`src/hdl/pfb_pkg.sv`:
```
// Shared types and constants for the pixel format to BGR24 converter.
package pfb_pkg;

   // Register indexes on the configuration port
   localparam logic [2:0] REG_BYTES_PER_PIXEL = 3'd0;
   localparam logic [2:0] REG_PALETTED_MODE   = 3'd1;
   localparam logic [2:0] REG_RED_MASK        = 3'd2;
   localparam logic [2:0] REG_GREEN_MASK      = 3'd3;
   localparam logic [2:0] REG_BLUE_MASK       = 3'd4;

   // Input item opcodes
   localparam logic OP_CONVERT   = 1'b0;
   localparam logic OP_PAL_WRITE = 1'b1;

   // Channel lanes in the datapath
   localparam int CH_BLUE  = 0;
   localparam int CH_GREEN = 1;
   localparam int CH_RED   = 2;
   localparam int NUM_CH   = 3;

   // Quotient bits produced by the divider
   localparam int DIV_STEPS = 8;

   typedef struct packed {
      logic [2:0]  bytes_per_pixel;
      logic        paletted_mode;
      logic [31:0] red_mask;
      logic [31:0] green_mask;
      logic [31:0] blue_mask;
   } pfb_cfg_type;

   typedef enum logic [2:0] {
      ST_IDLE,
      ST_PAL_WAIT,
      ST_SCAN,
      ST_DIVIDE,
      ST_EMIT
   } pfb_state_type;

   // Controller to datapath commands
   typedef struct packed {
      logic load;
      logic pal_write;
      logic pal_read;
      logic scan_step;
      logic div_prep;
      logic div_step;
      logic out_load;
   } pfb_cmd_type;

   // Datapath to controller status
   typedef struct packed {
      logic scan_done;
      logic out_free;
   } pfb_sts_type;

endpackage

```
`src/hdl/pfb_csr.sv`:
```
// Configuration register file with APB-style access.
module pfb_csr (
   input  logic               clock,
   input  logic               reset,
   input  logic               psel,
   input  logic               penable,
   input  logic               pwrite,
   input  logic [4:0]         paddr,
   input  logic [31:0]        pwdata,
   output logic [31:0]        prdata,
   output logic               pready,
   output pfb_pkg::pfb_cfg_type cfg
);

   pfb_pkg::pfb_cfg_type cfg_ff;
   pfb_pkg::pfb_cfg_type cfg_in;
   logic [2:0]           reg_idx;
   logic                 wr_en;

   assign reg_idx = paddr[4:2];
   assign wr_en   = psel && penable && pwrite;
   assign pready  = 1'b1;
   assign cfg     = cfg_ff;

   // Decode writes
   always_comb begin
      cfg_in = cfg_ff;
      if (wr_en) begin
         unique case (reg_idx)
            pfb_pkg::REG_BYTES_PER_PIXEL: cfg_in.bytes_per_pixel = pwdata[2:0];
            pfb_pkg::REG_PALETTED_MODE:   cfg_in.paletted_mode   = pwdata[0];
            pfb_pkg::REG_RED_MASK:        cfg_in.red_mask        = pwdata;
            pfb_pkg::REG_GREEN_MASK:      cfg_in.green_mask      = pwdata;
            pfb_pkg::REG_BLUE_MASK:       cfg_in.blue_mask       = pwdata;
            default:                      cfg_in = cfg_ff;
         endcase
      end
   end

   always_ff @(posedge clock) begin
      if (reset) begin
         cfg_ff <= '0;
      end else begin
         cfg_ff <= cfg_in;
      end
   end

   // Return register contents
   always_comb begin
      unique case (reg_idx)
         pfb_pkg::REG_BYTES_PER_PIXEL: prdata = {29'd0, cfg_ff.bytes_per_pixel};
         pfb_pkg::REG_PALETTED_MODE:   prdata = {31'd0, cfg_ff.paletted_mode};
         pfb_pkg::REG_RED_MASK:        prdata = cfg_ff.red_mask;
         pfb_pkg::REG_GREEN_MASK:      prdata = cfg_ff.green_mask;
         pfb_pkg::REG_BLUE_MASK:       prdata = cfg_ff.blue_mask;
         default:                      prdata = '0;
      endcase
   end

endmodule

```
`config.mk`:
```
export PLATFORM = sky130hd
export DESIGN_NAME = pfb_csr
export DESIGN_NICKNAME = d
export VERILOG_FILES = /design/src/hdl/pfb_pkg.sv /design/src/hdl/pfb_csr.sv
export SDC_FILE = /design/constraint.sdc
export NUM_CORES = 1
export LEC_CHECK = 0
export ABC_AREA = 1
export BUFFER_PORTS_ARGS = -buffer_cell sky130_fd_sc_hd__buf_2
export CELL_PAD_IN_SITES_DETAIL_PLACEMENT = 1
export CELL_PAD_IN_SITES_GLOBAL_PLACEMENT = 2
export CORE_UTILIZATION = 27
export DETAILED_ROUTE_END_ITERATION = 16
export HOLD_SLACK_MARGIN = 0.1
export PLACE_DENSITY = 0.89
export RECOVER_POWER = 25
export SLEW_MARGIN = 10
export SYNTH_ARGS = -nofsm -noshare
export SYNTH_HDL_FRONTEND = slang
export SYNTH_SLANG_ARGS = --single-unit
```
`constraint.sdc`:
```
create_clock -name clock -period 1.5 [get_ports clock]
set_input_delay 0.075 -clock clock [delete_from_list [all_inputs] [get_ports clock]]
set_output_delay 0.075 -clock clock [all_outputs]
set_load 0.02 [all_outputs]
```
==> impl_metrics.tcl <==
set metrics [dict create \
    status "finished, final reports clean" \
    die_width_um 134.2 \
    grt_max_degree 101 \
    antenna_found_initial 0 \
    peakVddDrop_mv 0.5336 \
    gp_congestion 0.7334 \
    rsz0062_at_grt "false" \
    crit_type "primary input to primary output" \
    largest_register_ffs 100 \
    dp_hpwl_um 10100 \
    ys_seq_elements 100 \
    setup_violations 0 \
    cp-startpoint "paddr[4]" \
    crit_required_ps 1420 \
    drtIter0Drc 241 \
    hold_violations 0 \
    r2r_start "cfg[54]" \
    floorplan.rows 47 \
    synth_area_um2 4716 \
    grt_pass1_wl_um 25540 \
    fmax_mhz 727.3 \
    p_leak_nw 3.286 \
    drcViolationCount 0 \
    worst_ep_arrival_time_ps 1300 \
    path_clk_slew_ps 60 \
    cts_tree "built" \
    start_util 0.2804 \
    power_density_nw_per_um2 942.7 \
    cts_sinks 100 \
    die_area_um2 18000 \
    grt-ovfl-total 0 \
    crit_fanout 18 \
    syn_nets 790 \
    cts_made_buffers 9 \
    cts_htree_levels 3 \
    critical_path.endpoint_type "primary output" \
    grt_use_total 0.1787 \
    holdCritPathClass "primary input to flop" \
    ant_nets 0 \
    num-nets-final 970 \
    wl_per_cell_um 13.46 \
    cp-start-kind "primary input" \
    maxCapViolCount 0 \
    portBuffers 171 \
    stdcell_count 1153 \
    place_inst 1107 \
    grt_pass1_vias 4943 \
    cts_buffer_depth 2 \
    period_minus_slack_ps 1375 \
    vias 5088 \
    fin_crit_sh 0.9167 \
    relSlewSlack 0.4484 \
    ys_warn_count 0 \
    firstDrtPassIters 4 \
    synthToLayoutAreaGrowth_pct 36.64 \
    vias_per_cell 4.413 \
    num_antenna_cells 0 \
    netlist_instances 748 \
    cts_root_buffer "clkbuf_16" \
    synth.distinct_cells 18 \
    fin_tns_setup_ps 0 \
    ys_seq_area_frac 0.4245 \
    core-area_um2 16820 \
    syn_avg_cell_area_um2 6.305 \
    fin_skew_ps 0 \
    routed_wl_um 15520 \
    die_h_um 134.2 \
    num_io_pins 175 \
    layout-drive-gt1-share 0.2272 \
    slew_violations 0 \
    clkLatencyLatePin_ps 350 \
    hp-start "pwdata[2]" \
    max_slew.worst_pin.slew_ps 827.4 \
]
[cells in the mapped netlist]
library cell	number	area, um^2
nor2_1	205	769.5
clkbuf_1	4	15.01
nor2_2	1	6.260
nand3_1	99	495.5
dfxtp_1	100	2002
conb_1	1	3.750
buf_2	15	75.07
nor3_1	1	5.000
nor2_8	1	20.02
nand2_1	244	915.9
buf_6	1	11.26
inv_2	6	22.52
inv_1	38	142.6
buf_4	16	120.1
nand3_4	2	35.03
buf_1	10	37.54
a21oi_1	1	5.000
nor2_4	3	33.78
[final cells by class]
cell class                 instances  area [um^2]
multi-input combinational        558         2287
sequential                       100         2002
clock buffer                      10        239.0
tap                              220        275.3
timing repair buffer             215         1356
inverter                          44        165.2
fill                            2269        10380
clock inverter                     6        118.9
[metrics by stage]
| step | total power, mW | setup WS (ps) | util | hold WS, ps | area (um^2) |
|---|---|---|---|---|---|
| final | 6.075 | 125.0 | 0.3831 | 122.7 | 6444 |
| after floorplan | 3.113 | 478.3 | - | 300.3 | 4716 |
| after global placement | 3.313 | 208.0 | 0.3470 | 407.9 | 5836 |
| after CTS | 6.186 | 156.0 | 0.3861 | 108.1 | 6494 |
| after detailed placement | 3.318 | 199.2 | 0.3470 | 415.5 | 5836 |
| after global routing | 6.328 | 12.46 | 0.3831 | 146.9 | 6444 |
[worst max-delay path: stages]
cell     delay [ps]
buf_2           140
inv_1           210
nand3_4         140
inv_2           190
buf_12          190
nand2_1          70
nand3_1         100
buf_2           170
[final timing paths]
path	end	slack [ps]	depth (start not counted)
worst max-delay path	prdata[7]	120	8
worst min-delay path	cfg[34]	120	5
worst max register to register	cfg[54]	880	2
worst min register to register	cfg[61]	500	2
[cells by family after synthesis]
group,Yosys count,synth area share
and+or+nand+nor,556,0.4837
DFF,100,0.4245
buffers and inverters,90,0.08994
AOI/OAI and AO/OA,1,0.001060
other,1,0.0007952
[routing by layer]
layer,GRT usage,vias to the layer above,part of all wire
met2,0.3037,105,0.46
met1,0.2284,2331,0.48
met3,0.04233,15,0.046
met5,0,-,0
li1,-,2637,-
met4,0.03995,0,0.010
[placed cells by master (no fill, tap or decap), types with 4 or more instances in the layout]
cell / netlist / routed
nand2_1: 244 / 244
inv_1: 38 / 40
nand3_1: 99 / 99
buf_2: 15 / 172
buf_12: 0 / 8
nor2_4: 3 / 4
nor2_1: 205 / 205
clkbuf_16: 0 / 9
inv_2: 6 / 4
dfxtp_1: 100 / 100
dlygate4sd3_1: 0 / 30
[where the power goes]
| part | switching (mW) | internal (mW) |
|---|---|---|
| sequential | 0.0270 | 2.69 |
| combinational | 0.366 | 0.224 |
| clock | 1.07 | 1.70 |
| total | 1.47 | 4.61 |
[what timing repair did]
item / 4_1_cts / 5_1_grt
setup buffers: 0 / 0
hold buffers: 30 / 0
endpoints found under the hold margin: 87 / 0
setup endpoints to repair: 0 / 0
resized for setup: 0 / 0
No activity file was read; power rests on OpenSTA's default activity.
