`src/hdl/pfb_pkg.sv`:
```
// Shared types and constants for the pixel format to BGR24 converter.
package pfb_pkg;

   // Register indexes on the configuration port
   localparam logic [2:0] REG_BYTES_PER_PIXEL = 3'd0;
   localparam logic [2:0] REG_PALETTED_MODE   = 3'd1;
   localparam logic [2:0] REG_RED_MASK        = 3'd2;
   localparam logic [2:0] REG_GREEN_MASK      = 3'd3;
   localparam logic [2:0] REG_BLUE_MASK       = 3'd4;

   // Input item opcodes
   localparam logic OP_CONVERT   = 1'b0;
   localparam logic OP_PAL_WRITE = 1'b1;

   // Channel lanes in the datapath
   localparam int CH_BLUE  = 0;
   localparam int CH_GREEN = 1;
   localparam int CH_RED   = 2;
   localparam int NUM_CH   = 3;

   // Quotient bits produced by the divider
   localparam int DIV_STEPS = 8;

   typedef struct packed {
      logic [2:0]  bytes_per_pixel;
      logic        paletted_mode;
      logic [31:0] red_mask;
      logic [31:0] green_mask;
      logic [31:0] blue_mask;
   } pfb_cfg_type;

   typedef enum logic [2:0] {
      ST_IDLE,
      ST_PAL_WAIT,
      ST_SCAN,
      ST_DIVIDE,
      ST_EMIT
   } pfb_state_type;

   // Controller to datapath commands
   typedef struct packed {
      logic load;
      logic pal_write;
      logic pal_read;
      logic scan_step;
      logic div_prep;
      logic div_step;
      logic out_load;
   } pfb_cmd_type;

   // Datapath to controller status
   typedef struct packed {
      logic scan_done;
      logic out_free;
   } pfb_sts_type;

endpackage

```
`src/hdl/pfb_ctrl.sv`:
```
// Controller state machine sequencing accept, scan, divide and output.
module pfb_ctrl (
   input  logic                 clock,
   input  logic                 reset,
   input  logic                 req_valid,
   output logic                 req_stall,
   input  logic                 req_opcode,
   input  pfb_pkg::pfb_cfg_type cfg,
   input  pfb_pkg::pfb_sts_type sts,
   output pfb_pkg::pfb_cmd_type cmd
);

   pfb_pkg::pfb_state_type state_ff;
   pfb_pkg::pfb_state_type state_in;
   logic [2:0]             cnt_ff;
   logic [2:0]             cnt_in;
   logic                   accept;

   assign req_stall = (state_ff != pfb_pkg::ST_IDLE);
   assign accept    = req_valid && !req_stall;

   always_ff @(posedge clock) begin
      if (reset) begin
         state_ff <= pfb_pkg::ST_IDLE;
         cnt_ff   <= '0;
      end else begin
         state_ff <= state_in;
         cnt_ff   <= cnt_in;
      end
   end

   // Next state and commands
   always_comb begin
      state_in = state_ff;
      cnt_in   = cnt_ff;
      cmd      = '0;
      unique case (state_ff)
         pfb_pkg::ST_IDLE: begin
            if (accept) begin
               cmd.load = 1'b1;
               if (req_opcode == pfb_pkg::OP_PAL_WRITE) begin
                  cmd.pal_write = 1'b1;
               end else if (cfg.bytes_per_pixel != 3'd0) begin
                  if (cfg.paletted_mode) begin
                     cmd.pal_read = 1'b1;
                     state_in     = pfb_pkg::ST_PAL_WAIT;
                  end else begin
                     state_in = pfb_pkg::ST_SCAN;
                  end
               end
            end
         end
         pfb_pkg::ST_PAL_WAIT: begin
            state_in = pfb_pkg::ST_EMIT;
         end
         pfb_pkg::ST_SCAN: begin
            if (sts.scan_done) begin
               cmd.div_prep = 1'b1;
               cnt_in       = '0;
               state_in     = pfb_pkg::ST_DIVIDE;
            end else begin
               cmd.scan_step = 1'b1;
            end
         end
         pfb_pkg::ST_DIVIDE: begin
            cmd.div_step = 1'b1;
            cnt_in       = cnt_ff + 3'd1;
            if (cnt_ff == 3'(pfb_pkg::DIV_STEPS - 1)) begin
               state_in = pfb_pkg::ST_EMIT;
            end
         end
         pfb_pkg::ST_EMIT: begin
            if (sts.out_free) begin
               cmd.out_load = 1'b1;
               state_in     = pfb_pkg::ST_IDLE;
            end
         end
         default: begin
            state_in = pfb_pkg::ST_IDLE;
         end
      endcase
   end

   // Never overwrite a beat still waiting downstream
   a_load_when_free: assert property (@(posedge clock) disable iff (reset)
      cmd.out_load |-> sts.out_free)
      else $error("output loaded while previous beat is stalled");

   // Paletted convert goes to the lookup wait
   a_pal_path: assert property (@(posedge clock) disable iff (reset)
      (accept && req_opcode == pfb_pkg::OP_CONVERT && cfg.paletted_mode &&
       cfg.bytes_per_pixel != 3'd0) |=> state_ff == pfb_pkg::ST_PAL_WAIT)
      else $error("paletted convert did not start lookup");

   // Divider always starts from step zero
   a_div_start: assert property (@(posedge clock) disable iff (reset)
      $rose(state_ff == pfb_pkg::ST_DIVIDE) |-> cnt_ff == 3'd0)
      else $error("divide started with stale step count");

   // An emitted beat returns to idle
   a_emit_idle: assert property (@(posedge clock) disable iff (reset)
      (state_ff == pfb_pkg::ST_EMIT && sts.out_free) |=> state_ff == pfb_pkg::ST_IDLE)
      else $error("controller did not return to idle after emit");

endmodule

```
`config.mk`:
```
export PLATFORM = sky130hd
export DESIGN_NAME = pfb_ctrl
export DESIGN_NICKNAME = d
export VERILOG_FILES = /design/src/hdl/pfb_pkg.sv /design/src/hdl/pfb_ctrl.sv
export SDC_FILE = /design/constraint.sdc
export NUM_CORES = 1
export LEC_CHECK = 0
export ABC_AREA = 0
export BUFFER_PORTS_ARGS = -buffer_cell sky130_fd_sc_hd__buf_2
export CORE_MARGIN = 4
export CORE_UTILIZATION = 18
export DETAILED_ROUTE_END_ITERATION = 8
export PLACE_DENSITY = 0.86
export SYNTH_ARGS = -nofsm -noshare
export SYNTH_HDL_FRONTEND = slang
export SYNTH_SLANG_ARGS = --single-unit
export TNS_END_PERCENT = 1
```
`constraint.sdc`:
```
create_clock -name clock -period 1.4 [get_ports clock]
set_clock_uncertainty 0.15 [all_clocks]
set_input_delay 0.42 -clock clock [delete_from_list [all_inputs] [get_ports clock]]
set_output_delay 0.42 -clock clock [all_outputs]
set_load 0.02 [all_outputs]
```
==> results.py <==
metrics = {
    "clock_tree": {
        "numCtsBuffers": 3,
        "htreeDepth": 1,
        "holdBufCountCts": 0,
        "cts_tree": "built",
        "clockBufferDepth": 2,
        "cts_sinks": 6,
        "clock_latency_ps": 260,
        "clk_pin_slew_ps": 50,
        "cts-root-buf": "clkbuf_4",
    },
    "power_and_ir_drop": {
        "p_per_area_nw_per_um2": 1102,
        "p_leak_uw": 0.0003469,
        "vdd_drop_max_mv": 0.5718,
    },
    "yosys": {
        "synth_seq_cells": 6,
        "syn_inst": 51,
        "syn_area_per_cell_sq_um": 8.145,
        "syn_nets": 159,
        "yosysWarnings": 0,
        "synth-seq-area-share": 0.2892,
        "netlist_area_sq_um": 415.4,
        "ys_types": 26,
    },
    "global_routing": {
        "grt_pass1_vias": 571,
        "grt_antenna_before_repair": 0,
        "grt_usage": 0.09820,
        "overflow": 0,
        "grt_pass1_wl_mm": 2.408,
        "grt_max_degree": 8,
    },
    "placed_design": {
        "numPortBuffers": 17,
        "place_area_sq_um": 618.1,
        "gp_congestion": 0.8326,
        "dp_hpwl_um": 942.9,
        "dp_cells": 106,
        "place_ws_ps": -326.0,
    },
    "sta": {
        "slew_headroom": 0.6978,
        "worst_pin_slew_ps": 449.5,
        "hold_violations": 0,
        "worst_slack_ps": -415.9,
        "max_freq_mhz": 550.7,
        "period_share": 1.297,
        "slew_viol_final": 0,
        "min_period_ps": 1816,
        "rsz0062_at_grt": "yes",
        "finalSetupTns_ps": -2381,
        "hold_slack_ps": 254.5,
        "setup_violations": 9,
    },
    "critical_path": {
        "crit_path_end_kind": "output port",
        "critPathRequiredTime_ps": 830,
        "arrival_ps": 1250,
        "reg2reg_slack_ps": -50,
        "cp_max_fo": 5,
        "crit_type": "flip-flop to output port",
        "startpoint_type": "flip-flop",
    },
    "die": {
        "dieArea_sq_um": 3140,
        "die_x_um": 56.04,
        "die_h_um": 56.04,
        "core-area_sq_um": 2212,
        "num_rows": 17,
        "num_io_pins": 114,
        "start_util": 0.1878,
    },
    "final_layout": {
        "fin_nets": 193,
        "final_cell_mix": "buf_4, buf_2, nor2_1, buf_6, nand2_1",
        "fin_cells": 111,
        "fin_area_sq_um": 758.2,
        "layout_commonest_cell": "buf_4",
        "syn_to_final_growth_pct": 82.53,
        "diodes": 0,
        "drive_gt1_frac": 0.6506,
    },
    "drt": {
        "postRouteAntennaNets": 0,
        "dr.pass1.iters": 4,
        "viasPerCell": 4.658,
        "vias": 517,
        "first_iter_violations": 15,
        "drt-total-wl_mm": 1.372,
        "drc": 0,
        "wire_per_inst_um": 12.36,
    },
    "outcome": {
        "violations": "setup timing",
        "status": "complete, but fails checks",
    },
    "job": {
        "drv_cap": 0,
    },
    "min_path": {
        "hp-class": "input port to flip-flop",
    },
}
[Yosys cell counts]
| master | count | share of area |
|---|---|---|
| a211oi_1 | 1 | 0.018 |
| a21o_1 | 1 | 0.018 |
| a21oi_1 | 3 | 0.036 |
| a311oi_1 | 1 | 0.021 |
| and2_1 | 2 | 0.030 |
| and3_1 | 1 | 0.015 |
| and3b_2 | 1 | 0.024 |
| and4bb_2 | 1 | 0.030 |
| buf_2 | 1 | 0.012 |
| buf_6 | 1 | 0.027 |
| clkbuf_2 | 1 | 0.012 |
| dfxtp_1 | 6 | 0.29 |
| ha_1 | 2 | 0.060 |
| nand2_1 | 4 | 0.036 |
| nand2b_1 | 3 | 0.045 |
| nand2b_4 | 1 | 0.033 |
| nand3b_1 | 2 | 0.036 |
| nor2_1 | 8 | 0.072 |
| nor3_1 | 2 | 0.024 |
| nor3_2 | 1 | 0.024 |
| o211a_1 | 1 | 0.024 |
| o21ai_0 | 3 | 0.036 |
| o311a_1 | 1 | 0.024 |
| o31ai_1 | 1 | 0.018 |
| or2_0 | 1 | 0.015 |
| or3_2 | 1 | 0.018 |
[stage by stage]
step	power, uW	util
3_5_place_dp	547.4	0.2794
3_3_place_gp	535.1	0.2794
6_report	835.2	0.3428
4_1_cts	818.8	0.3371
5_1_grt	890.5	0.3428
2_1_floorplan	414.1	-
[per-layer routing]
metal | GRT usage | share of wire
met1 | 0.1045 | 0.41
met2 | 0.1603 | 0.49
met3 | 0.03480 | 0.058
met4 | 0.06780 | 0.038
met5 | 0 | 0
[area by class of cell]
class                           count  area [sq um]
Multi-Input combinational cell     42         327.8
Fill cell                         241          1454
Timing Repair Buffer               32         241.5
Clock buffer                        3         22.52
Sequential cell                     6         131.4
Tap cell                           28         35.03
[flip-flops by register name, summed over array words and instances, names as in the netlist]
name / count
cnt_ff: 3
state_ff: 3
[logic make-up after synthesis]
kind of cell	after synthesis	share of synthesized area
flip-flops	6	0.2892
adder cells (fa/ha/maj)	2	0.06023
AO/OA/AOI/OAI	12	0.1958
AND/OR/NAND/NOR	28	0.4036
buffers and inverters	3	0.05118
[where the power goes]
| group | switching, uW | leakage [uW] | internal [uW] |
|---|---|---|---|
| Combinational | 197 | 0.000281 | 235 |
| Sequential | 37.9 | 0.0000516 | 193 |
| Clock | 75.0 | 0.0000138 | 97.8 |
[critical path, stage by stage (launching register included)]
cell      delay (ps)
dfxtp_2          340
nand2b_4         150
nor3_4           120
and4bb_2         250
buf_6            120
[path summary, 6_finish.rpt]
kind	from	end	depth (start not counted)
hold / removal	reset	state_ff[2]	2
setup reg to reg	cnt_ff[0]	state_ff[1]	5
hold reg to reg	cnt_ff[1]	cnt_ff[1]	2
setup / recovery	state_ff[1]	cmd[4]	4
[repair_timing]
item,CTS,global route
resized for setup,29,4
pin swaps,6,3
buffers inserted,2,0
endpoints found under the setup margin,10,11
(Power assumes the default switching activity.)
